File: src/design/fbsb_pkg.sv
`timescale 1ns / 1ps
// ----------------------------------------------------------------------------
// fbsb_pkg
// Shared types and the 4b6b code table for the decoder.
// ----------------------------------------------------------------------------
package fbsb_pkg;

   localparam int CODE_WIDTH  = 6;
   localparam int NIBBLE_WIDTH = 4;
   localparam int BYTE_WIDTH  = 8;
   localparam int STORE_WIDTH = 15;
   localparam int COUNT_WIDTH = 4;
   localparam int TABLE_DEPTH = 16;

   typedef logic [STORE_WIDTH-1:0]  store_type;
   typedef logic [COUNT_WIDTH-1:0]  count_type;
   typedef logic [CODE_WIDTH-1:0]   code_type;
   typedef logic [NIBBLE_WIDTH-1:0] nibble_type;
   typedef logic [BYTE_WIDTH-1:0]   byte_type;

   // Store limit: both bit stores hold at most fifteen bits.
   localparam count_type COUNT_MAX = count_type'(STORE_WIDTH);

   // Valid 6-bit codes, listed by their 4-bit data value.
   localparam code_type CODE_TABLE [TABLE_DEPTH] = '{
      6'd21, 6'd49, 6'd50, 6'd35, 6'd52, 6'd37, 6'd38, 6'd22,
      6'd26, 6'd25, 6'd42, 6'd11, 6'd44, 6'd13, 6'd14, 6'd28
   };

   typedef struct packed {
      store_type coded_bits;
      count_type coded_count;
      store_type plain_bits;
      count_type plain_count;
   } state_type;

   typedef struct packed {
      byte_type decoded_byte;
      logic     byte_ready;
      logic     code_error;
   } result_type;

endpackage

File: src/design/four_b_six_b_decoder_core.sv
`timescale 1ns / 1ps
// ----------------------------------------------------------------------------
// four_b_six_b_decoder_core
// 4b6b line-code decoder: one coded byte in, one result per transaction.
// ----------------------------------------------------------------------------
// Pipeline: the byte lands in the input register at acceptance, and the decode
//   logic loads the result register when that register is free (a stalled
//   response holds the byte in the input register).
// Throughput: 1 transaction per cycle while rsp_stall is low; the bit stores update per step.
// Reset: synchronous, active high; clears both stages' valid flags and the
//   coded and decoded bit stores with their counts.
module four_b_six_b_decoder_core (
   input  logic                clock,
   input  logic                reset,
   input  logic                req_valid,
   output logic                req_stall,
   input  fbsb_pkg::byte_type  req_encoded_byte,
   output logic                rsp_valid,
   input  logic                rsp_stall,
   output fbsb_pkg::byte_type  rsp_decoded_byte,
   output logic                rsp_byte_ready,
   output logic                rsp_code_error
);

   // Input register stage.
   logic                 in_valid_ff;
   logic                 in_valid_in;
   fbsb_pkg::byte_type   in_byte_ff;
   fbsb_pkg::byte_type   in_byte_in;

   // Decoder state (coded/decoded bit stores).
   fbsb_pkg::state_type  state_ff;
   fbsb_pkg::state_type  state_in;
   fbsb_pkg::state_type  state_step;

   // Result register stage.
   logic                 out_valid_ff;
   logic                 out_valid_in;
   fbsb_pkg::result_type out_ff;
   fbsb_pkg::result_type out_in;
   fbsb_pkg::result_type step_result;

   logic                 out_free;
   logic                 step_fire;
   logic                 req_take;

   // The result register can load when empty or being drained this cycle.
   assign out_free  = !out_valid_ff || !rsp_stall;
   // The held byte moves through the decode logic into the result register.
   assign step_fire = in_valid_ff && out_free;
   // Input register frees up when empty or when its byte moves on.
   assign req_stall = in_valid_ff && !out_free;
   assign req_take  = req_valid && !req_stall;

   fbsb_decode_step u_step (
      .state_cur    (state_ff),
      .encoded_byte (in_byte_ff),
      .state_next   (state_step),
      .result       (step_result)
   );

   always_comb begin
      in_valid_in  = req_take || (in_valid_ff && !step_fire);
      in_byte_in   = req_take ? req_encoded_byte : in_byte_ff;
      state_in     = step_fire ? state_step : state_ff;
      out_valid_in = step_fire || (out_valid_ff && rsp_stall);
      out_in       = step_fire ? step_result : out_ff;
   end

   // Control and state registers.
   always_ff @(posedge clock) begin
      if (reset) begin
         in_valid_ff  <= 1'b0;
         out_valid_ff <= 1'b0;
         state_ff     <= '0;
      end else begin
         in_valid_ff  <= in_valid_in;
         out_valid_ff <= out_valid_in;
         state_ff     <= state_in;
      end
   end

   // Payload registers, no reset needed.
   always_ff @(posedge clock) begin
      in_byte_ff <= in_byte_in;
      out_ff     <= out_in;
   end

   assign rsp_valid        = out_valid_ff;
   assign rsp_decoded_byte = out_ff.decoded_byte;
   assign rsp_byte_ready   = out_ff.byte_ready;
   assign rsp_code_error   = out_ff.code_error;

`ifndef SYNTH
   // A ready byte is always popped, so fewer than eight decoded bits remain.
   a_plain_below_byte: assert property (@(posedge clock) disable iff (reset)
      state_ff.plain_count < 4'd8)
      else $error("decoded bit count reached a full byte");

   // Without an error every complete code was consumed.
   a_coded_drained: assert property (@(posedge clock) disable iff (reset)
      step_fire && !step_result.code_error |=> state_ff.coded_count < 4'd6)
      else $error("complete code left in store after clean step");

   // No decoded byte value without byte_ready.
   a_byte_zero: assert property (@(posedge clock) disable iff (reset)
      out_valid_ff && !out_ff.byte_ready |-> out_ff.decoded_byte == '0)
      else $error("decoded byte nonzero without byte_ready");

   // Decoder state moves only when a transaction passes the decode logic.
   a_state_hold: assert property (@(posedge clock) disable iff (reset)
      !step_fire |=> $stable(state_ff))
      else $error("decoder state changed without a decode step");
`endif

endmodule

File: src/design/fbsb_code_lookup.sv
`timescale 1ns / 1ps
// ----------------------------------------------------------------------------
// fbsb_code_lookup
// Reverse lookup of one 6-bit code in the 16-entry code table.
// ----------------------------------------------------------------------------
module fbsb_code_lookup (
   input  fbsb_pkg::code_type   code,
   output logic                 hit,
   output fbsb_pkg::nibble_type index
);

   // Table entries are distinct, so at most one compare matches.
   always_comb begin
      hit   = 1'b0;
      index = '0;
      for (int i = 0; i < fbsb_pkg::TABLE_DEPTH; i++) begin
         if (fbsb_pkg::CODE_TABLE[i] == code) begin
            hit   = 1'b1;
            index = fbsb_pkg::nibble_type'(i);
         end
      end
   end

endmodule

File: src/design/fbsb_decode_step.sv
`timescale 1ns / 1ps
// ----------------------------------------------------------------------------
// fbsb_decode_step
// One byte of decode work: append byte, peel up to two codes, pop a byte.
// ----------------------------------------------------------------------------
module fbsb_decode_step (
   input  fbsb_pkg::state_type  state_cur,
   input  fbsb_pkg::byte_type   encoded_byte,
   output fbsb_pkg::state_type  state_next,
   output fbsb_pkg::result_type result
);

   fbsb_pkg::store_type  coded_app;
   logic [4:0]           coded_sum;
   fbsb_pkg::count_type  coded_cnt1;
   fbsb_pkg::count_type  shift0;
   fbsb_pkg::count_type  shift1;
   fbsb_pkg::code_type   code0;
   fbsb_pkg::code_type   code1;
   logic                 hit0;
   logic                 hit1;
   fbsb_pkg::nibble_type idx0;
   fbsb_pkg::nibble_type idx1;
   logic                 take1;
   logic                 err;
   fbsb_pkg::store_type  plain_app;
   logic [4:0]           plain_sum;
   fbsb_pkg::count_type  plain_cnt;
   logic                 ready;

   // Append the new byte; count saturates at the store size.
   assign coded_app  = {state_cur.coded_bits[fbsb_pkg::STORE_WIDTH-9:0], encoded_byte};
   assign coded_sum  = {1'b0, state_cur.coded_count} + 5'd8;
   assign coded_cnt1 = (coded_sum > {1'b0, fbsb_pkg::COUNT_MAX}) ?
                       fbsb_pkg::COUNT_MAX : coded_sum[3:0];

   // At least eight bits are held now, so the first code is always taken.
   assign shift0 = coded_cnt1 - 4'd6;
   assign code0  = fbsb_pkg::code_type'(coded_app >> shift0);
   assign take1  = hit0 && (shift0 >= 4'd6);
   assign shift1 = shift0 - 4'd6;
   assign code1  = fbsb_pkg::code_type'(coded_app >> shift1);

   fbsb_code_lookup u_lookup0 (.code(code0), .hit(hit0), .index(idx0));
   fbsb_code_lookup u_lookup1 (.code(code1), .hit(hit1), .index(idx1));

   assign err = !hit0 || (take1 && !hit1);

   always_comb begin
      plain_app = state_cur.plain_bits;
      plain_sum = {1'b0, state_cur.plain_count};
      case ({hit0, take1 && hit1})
         2'b10: begin
            plain_app = {state_cur.plain_bits[fbsb_pkg::STORE_WIDTH-5:0], idx0};
            plain_sum = {1'b0, state_cur.plain_count} + 5'd4;
         end
         2'b11: begin
            plain_app = {state_cur.plain_bits[fbsb_pkg::STORE_WIDTH-9:0], idx0, idx1};
            plain_sum = {1'b0, state_cur.plain_count} + 5'd8;
         end
         default: begin
            plain_app = state_cur.plain_bits;
            plain_sum = {1'b0, state_cur.plain_count};
         end
      endcase
   end

   assign plain_cnt = (plain_sum > {1'b0, fbsb_pkg::COUNT_MAX}) ?
                      fbsb_pkg::COUNT_MAX : plain_sum[3:0];
   assign ready     = plain_cnt >= 4'd8;

   always_comb begin
      state_next.coded_bits  = coded_app;
      state_next.coded_count = take1 ? shift1 : shift0;
      state_next.plain_bits  = plain_app;
      state_next.plain_count = ready ? plain_cnt - 4'd8 : plain_cnt;
      result.byte_ready      = ready;
      result.code_error      = err;
      result.decoded_byte    = ready ?
                               fbsb_pkg::byte_type'(plain_app >> (plain_cnt - 4'd8)) : '0;
   end

endmodule

File: config.mk
export PLATFORM = sky130hd
export DESIGN_NAME = four_b_six_b_decoder_core
export DESIGN_NICKNAME = d
export VERILOG_FILES = /design/src/design/fbsb_pkg.sv /design/src/design/four_b_six_b_decoder_core.sv /design/src/design/fbsb_code_lookup.sv /design/src/design/fbsb_decode_step.sv
export SDC_FILE = /design/constraint.sdc
export NUM_CORES = 1
export LEC_CHECK = 0
export BUFFER_PORTS_ARGS = -buffer_cell sky130_fd_sc_hd__buf_2
export CORE_MARGIN = 2
export CORE_UTILIZATION = 40
export CTS_CLUSTER_SIZE = 8
export DETAILED_ROUTE_END_ITERATION = 12
export SYNTH_ARGS = -nofsm -noshare
export SYNTH_HDL_FRONTEND = slang
export SYNTH_SLANG_ARGS = --single-unit
File: constraint.sdc
create_clock -name clock -period 9 [get_ports clock]
set_input_delay 0.45 -clock clock [delete_from_list [all_inputs] [get_ports clock]]
set_output_delay 0.45 -clock clock [all_outputs]
set_load 0.02 [all_outputs]
# [Word level (Yosys, flattened, before mapping)]
# Cells that the tools add are included.
[classes] n_addsub=6 order_cmp=4 eq_ne=34 shifts=3 mux=68 reduce_logical=19
[op_table] cell="4-bit two-way mux" n=32
[op_table] cell="6-bit == test, first input constant" n=16
[op_table] cell="5-bit by 6-bit == test with 1-bit output, first input constant" n=10
[op_table] cell="4-bit by 6-bit == test with 1-bit output, first input constant" n=6
[op_table] cell="1-bit two-way mux" n=34
[op_table] cell="15-bit one-hot mux with 2 select lines" n=1
[op_table] cell="15-bit by 4-bit right shift with 6-bit output" n=2
[op_table] cell="15-bit by 4-bit right shift with 8-bit output" n=1
[op_table] cell="4-bit by 4-bit adder with 5-bit output, second input constant" n=2
[op_table] cell="5-bit by 4-bit > comparator with 1-bit output, second input constant" n=2
[op_table] cell="5-bit one-hot mux with 2 select lines" n=1
[op_table] cell="1-bit logical AND" n=8
[op_table] cell="4-bit by 3-bit subtractor with 4-bit output, second input constant" n=2
[op_table] cell="1-bit zero test" n=7
[op_table] cell="4-bit by 3-bit adder with 5-bit output, second input constant" n=1
[op_table] cell="2-bit == test, second input constant" n=2
[op_table] cell="4-bit by 3-bit greater-or-equal comparator with 1-bit output, second input constant" n=1
[op_table] cell="4-bit greater-or-equal comparator, second input constant" n=1
[op_table] cell="1-bit logical OR" n=4
[op_table] cell="4-bit subtractor, second input constant" n=1
[word_totals] ff_bits=50 output_inout_bits=12 word_cells=144

# [Depth between registers and ports, before layout]
[logic_depth] word_depth=30 mapped_depth=20 ltp_nobuf=16

# [By module]
# A second synthesis with hierarchy kept.
[hier_totals] cells_unflattened=558 area_unflattened_um2=4874.7
[by_module_without_submodules] module="four_b_six_b_decoder_core" instances=1 cells_each=192 area_per_inst_um2=2311.0 seq_area_each_um2=1341.3
[by_module_without_submodules] module="fbsb_decode_step" instances=1 cells_each=252 area_per_inst_um2=1747.9 seq_area_each_um2=0.0
[by_module_without_submodules] module="fbsb_code_lookup" instances=2 cells_each=57 area_per_inst_um2=407.9 seq_area_each_um2=0.0

# [Worst setup path before layout]
# No wires, ideal clock.
[synth_path] path_kind="register to register" from="register state_ff[20] (netlist bit)" to="register out_ff (netlist bit rsp_decoded_byte[6]) (data pin)" arrival_ns=3.804 path_slack_ns=4.935 stages_incl_launch_ff=20 path_cell_list="dfxtp_1 buf_2 nor2_2 inv_2 buf_6 ha_1 buf_1 clkbuf_1 o31ai_2 a21oi_1 o21ai_2 nor3_1 o31ai_2 a32oi_1 buf_2 buf_4 mux2i_1 nor2_1 o32ai_1 nor3_1"
[synth_via] elab_chain_len=30 elab_cells_between_ends=113 classes_between="4 x add/sub; 4 x order compare; 34 x eq/ne; 3 x shift; 66 x mux; 2 x reduce/logical"
[synth_lines] item="from (decl)" line="four_b_six_b_decoder_core.sv:32" rtl="fbsb_pkg::state_type state_ff;"
[synth_lines] item="from (signal assigned)" line="four_b_six_b_decoder_core.sv:79" rtl="state_ff <= state_in;"
[synth_lines] item="4-bit by 4-bit adder with 5-bit output *" line="fbsb_decode_step.sv:33" rtl="assign coded_sum = {1'b0, state_cur.coded_count} + 5'd8;"
[synth_lines] item="5-bit by 4-bit > comparator with 1-bit output" line="fbsb_decode_step.sv:34" rtl="assign coded_cnt1 = (coded_sum > {1'b0, fbsb_pkg::COUNT_MAX}) ?"
[synth_lines] item="4-bit two-way mux *" line="fbsb_decode_step.sv:34"
[synth_lines] item="4-bit by 3-bit subtractor with 4-bit output *" line="fbsb_decode_step.sv:38" rtl="assign shift0 = coded_cnt1 - 4'd6;"
[synth_lines] item="4-bit by 3-bit subtractor with 4-bit output or 15-bit by 4-bit right shift with 6-bit output (tied branches)" line="fbsb_decode_step.sv:41, fbsb_decode_step.sv:39"
[synth_lines] item="15-bit by 4-bit right shift with 6-bit output or 5-bit by 6-bit == test with 1-bit output (tied branches)" line="fbsb_decode_step.sv:42, fbsb_code_lookup.sv:17"
[synth_lines] item="5-bit by 6-bit == test with 1-bit output or 1-bit two-way mux (tied branches)" line="fbsb_code_lookup.sv:17" rtl="if (fbsb_pkg::CODE_TABLE[i] == code) begin"
[synth_lines] item="1-bit two-way mux (15 in a row)" line="fbsb_code_lookup.sv:17"
[synth_lines] item="1-bit two-way mux or 1-bit logical AND (tied branches)" line="fbsb_code_lookup.sv:17, fbsb_decode_step.sv:40"
[synth_lines] item="1-bit logical AND" line="fbsb_decode_step.sv:52" rtl="case ({hit0, take1 && hit1})"
[synth_lines] item="2-bit == test" line="fbsb_decode_step.sv:52"
[synth_lines] item="5-bit one-hot mux with 2 select lines" line="fbsb_decode_step.sv:52"
[synth_lines] item="5-bit by 4-bit > comparator with 1-bit output" line="fbsb_decode_step.sv:68" rtl="assign plain_cnt = (plain_sum > {1'b0, fbsb_pkg::COUNT_MAX}) ?"
[synth_lines] item="4-bit two-way mux" line="fbsb_decode_step.sv:68"
[synth_lines] item="4-bit subtractor" line="fbsb_decode_step.sv:80" rtl="fbsb_pkg::byte_type'(plain_app >> (plain_cnt - 4'd8)) : '0;"
[synth_lines] item="15-bit by 4-bit right shift with 8-bit output" line="fbsb_decode_step.sv:80"
[synth_lines] item="to (signal assigned)" line="four_b_six_b_decoder_core.sv:86" rtl="out_ff <= out_in;"
[synth_lines] item="to (decl)" line="four_b_six_b_decoder_core.sv:39" rtl="fbsb_pkg::result_type out_ff;"
# Mark *: on every way between the ends. The rest lies on a longest branch, timed or not.
# A chain may end at the register's enable or synchronous reset.

# [Worst setup path after layout]
[layout_path] from="register state_ff[22] (netlist bit)" to="register out_ff (netlist bit rsp_decoded_byte[0]) (data pin)"
# Same word-level chain as after synthesis.

==> impl_metrics.toml <==
[synth]
synth_nets = 615
yosys_register_bits = 50
ys_types = 100
synthArstFlopShare_pct = 0
synthFlopType = "dfxtp_1"
avgSynthCellArea_um2 = 8.03
synth_edf_count = 18
synth_area_leaders = "dfxtp_1 (13%), edfxtp_1 (11%), mux2i_1 (6.0%)"
yosysTopAreaCell = "dfxtp_1"
netlist.area_leader.share_pct = 13.3
mappedNetlistArea_um2 = 4820
ys_seq_area_share_pct = 24.5
syn_inst = 601
synth_warnings = 0

[global_route]
grt_use_total_pct = 21.5
grt_pass1_vias = 4296
antenna_found_initial = 0
grt.overflow.total = 0
grt_max_degree = 49
grt_pass1_wl_um = 22500

[routing]
wirelength_um = 14000
detail_route.vias_per_cell = 6.39
drtIter0Drc = 442
ant_nets = 0
drt_drc_violations_left = 0
vias = 4699
firstDrtPassIters = 7
wl_per_cell_um = 19.0

[timing]
finalCritPeriodShare_pct = 65.6
hold_violations = 0
setup_ws_ps = 3090
slew_headroom_pct = 28.7
setup_viol = 0
skew_ps = 10.4
max_freq_mhz = 169
finalCriticalPeriod_ps = 5910
final.setup.tns_ps = 0
tightest_slew_ps = 1070
drv_slew = 0
rsz0062_at_grt = "no"

[clock_tree]
cts_root_buf = "clkbuf_16"
cts_setup_buffers = 0
clk_latency_ps = 300
cts_resized = 0
cts_buffers = 5
clk_pin_slew_ps = 80
cts_tree = "done"
ctsHoldBuffers = 0
htreeDepth = 2
cts_sinks = 50
cts_buffer_depth = 2

[worst_setup_path]
cp_slowest_cell = "a32o_1"
rrSetupSlack_ps = 3090
path_common_cell = "a211oi_1"
critical_path.max_stage_delay_ps = 760
cp-endpoint = "rsp_decoded_byte[0]"
cp-end-kind = "register"
crit_family = "compound AO/OA/AOI/OAI gates"
worstPathRequired_ps = 9050
crit_cells = 15
cp-startpoint = "state_ff[22]"
reg2reg_to = "rsp_decoded_byte[0]"
rr_startpoint = "state_ff[22]"
arrival_ps = 5950
cp-start-kind = "register"
crit_buf_inv = 2
path_cells = "buf_4 -> nor2_1 -> inv_2 -> ha_1 -> nor2_1 -> a32o_1 -> a41oi_2 -> nand2b_1 -> a211oi_1 -> o31ai_2 -> a32o_1 -> a221oi_1 -> a311o_1 -> a211oi_1 -> a211oi_1"
critical_path_class = "register to register"
r2r_cells = 15
cp_max_fo = 32

[final_layout]
fin_nets = 601
seq_area_um2 = 1180
antenna_cells = 0
area_growth_pct = 4.54
multi_input_area_um2 = 3310
layout-drive-gt1-share_pct = 16.3
nFillCells = 1243
design_area_um2 = 5040

[floorplan]
die_w_um = 114
fp.coreArea_um2 = 11900
die_y_um = 114
start_util_pct = 40.5
die-area_um2 = 13000
io_pins = 24
row_count = 40

[worst_hold_path]
min_path_type = "input pin to register"

[flow_run]
maxCapViolations = 0

[power_and_ir_drop]
p_per_area_nw_per_um2 = 153
p_leak_nw = 1.73
finalPower_w = 0.000770
ir_drop_mv = 0.115

[placed_design]
io_buffers = 23
pre_cts_slack_ps = 3230
dp_hpwl_um = 10000
place.gp.congestion = 0.919
dpl_cell_area_um2 = 4890

[run_status]
status = "complete, no violations"
worst register-to-register path, delay by kind of cell (launching register included):
kind / cells / cell delay, ps
AOI/OAI and AO/OA: 9 / 3140
adders and majority gates: 1 / 720
buffers and inverters: 2 / 460
DFF: 1 / 300
and+or+nand+nor: 3 / 1040
where the power goes:
| part | internal [W] | switching [W] |
|---|---|---|
| logic | 0.000111 | 0.000192 |
| clock network | 0.000107 | 0.0000920 |
| registers | 0.000250 | 0.0000180 |
| total | 0.000468 | 0.000302 |
worst min-delay path by stage:
stage | start | end | slack (ps) | depth (start not counted)
final | req_encoded_byte[6] | in_byte_ff[6] | 320 | 1
after global routing | req_encoded_byte[6] | in_byte_ff[6] | 310 | 1
after CTS | req_encoded_byte[6] | in_byte_ff[6] | 310 | 1
after detailed placement | state_ff[7] | state_ff[7] | 470 | 2
after global placement | state_ff[7] | state_ff[7] | 460 | 2
after floorplan | state_ff[7] | state_ff[7] | 450 | 2
cell type report:
cell class              instances  area share [%]
clock inverters                 3           0.571
well taps                     147            3.65
flip-flops and latches         50            23.4
multi-input cells             485            65.6
inverters                      17            1.27
clock buffers                   5            2.48
repair buffers                 28            3.03
kinds of logic after synthesis:
kind of cell / after synthesis / share of synthesized area, %
flip-flops: 50 / 24.5
AO/OA/AOI/OAI: 206 / 33.4
AND/OR/NAND/NOR: 236 / 25.5
adder cells (fa/ha/maj): 2 / 0.519
buffers and inverters: 66 / 7.11
XOR/XNOR: 2 / 0.363
multiplexers: 39 / 8.66
stage by stage:
step / cells / hold slack, ps / util [%]
after CTS: 735 / 313 / 42.3
after floorplan: 601 / 449 / -
after global placement: 727 / 463 / 41.0
final: 735 / 316 / 42.3
after detailed placement: 727 / 468 / 41.0
after global routing: 735 / 306 / 42.3
flip-flops by register name (all words and copies together), names as in the netlist:
signal	count
state_ff	30
in_byte_ff	8
rsp_decoded_byte	8
in_valid_ff	1
rsp_byte_ready	1
rsp_code_error	1
rsp_valid	1
layout by cell type, fill, tap and decap left out, drive strengths merged, types with 4 or more instances in the layout:
cell type  instances
mux2i             29
a221oi             6
o211ai             7
or2                5
nand3             15
buf               28
nand2             56
o32ai              7
a31o               4
a211oi            19
dfxtp             32
nor3b              7
a32oi              5
mux2               9
edfxtp            18
o21ai             23
a31oi              5
a311oi             5
clkbuf             5
nor3              29
o21a               5
o22ai             10
or3                9
nand2b            10
a2111oi            4
and3               4
a21oi             48
nor2b             10
a21o               6
a32o               6
o31ai              9
nor2              73
inv               19
synthesized netlist by cell type, types with 6 or more instances:
library cell / count
o22ai_1: 9
nand3_1: 15
buf_6: 8
or3_1: 8
nor2_1: 68
nor2b_1: 10
edfxtp_1: 18
o32ai_1: 6
inv_1: 15
nor3_1: 27
dfxtp_1: 32
a211oi_1: 16
a21o_1: 6
nand2_1: 55
buf_2: 13
o21ai_0: 19
o211ai_1: 6
nand2b_1: 9
mux2_2: 7
a21oi_1: 44
o31ai_1: 6
clkbuf_1: 22
nor3b_1: 7
a32o_1: 6
mux2i_1: 29
per-layer routing:
layer  GRT usage, %  up-vias  wire length (µm)
li1               -     2268                 -
met1           30.0     2233              6210
met2           34.6      168              6540
met3           2.23       30               831
met4           8.13        0               392
met5              0        -                 0
Power figures use the tool's default switching activity.
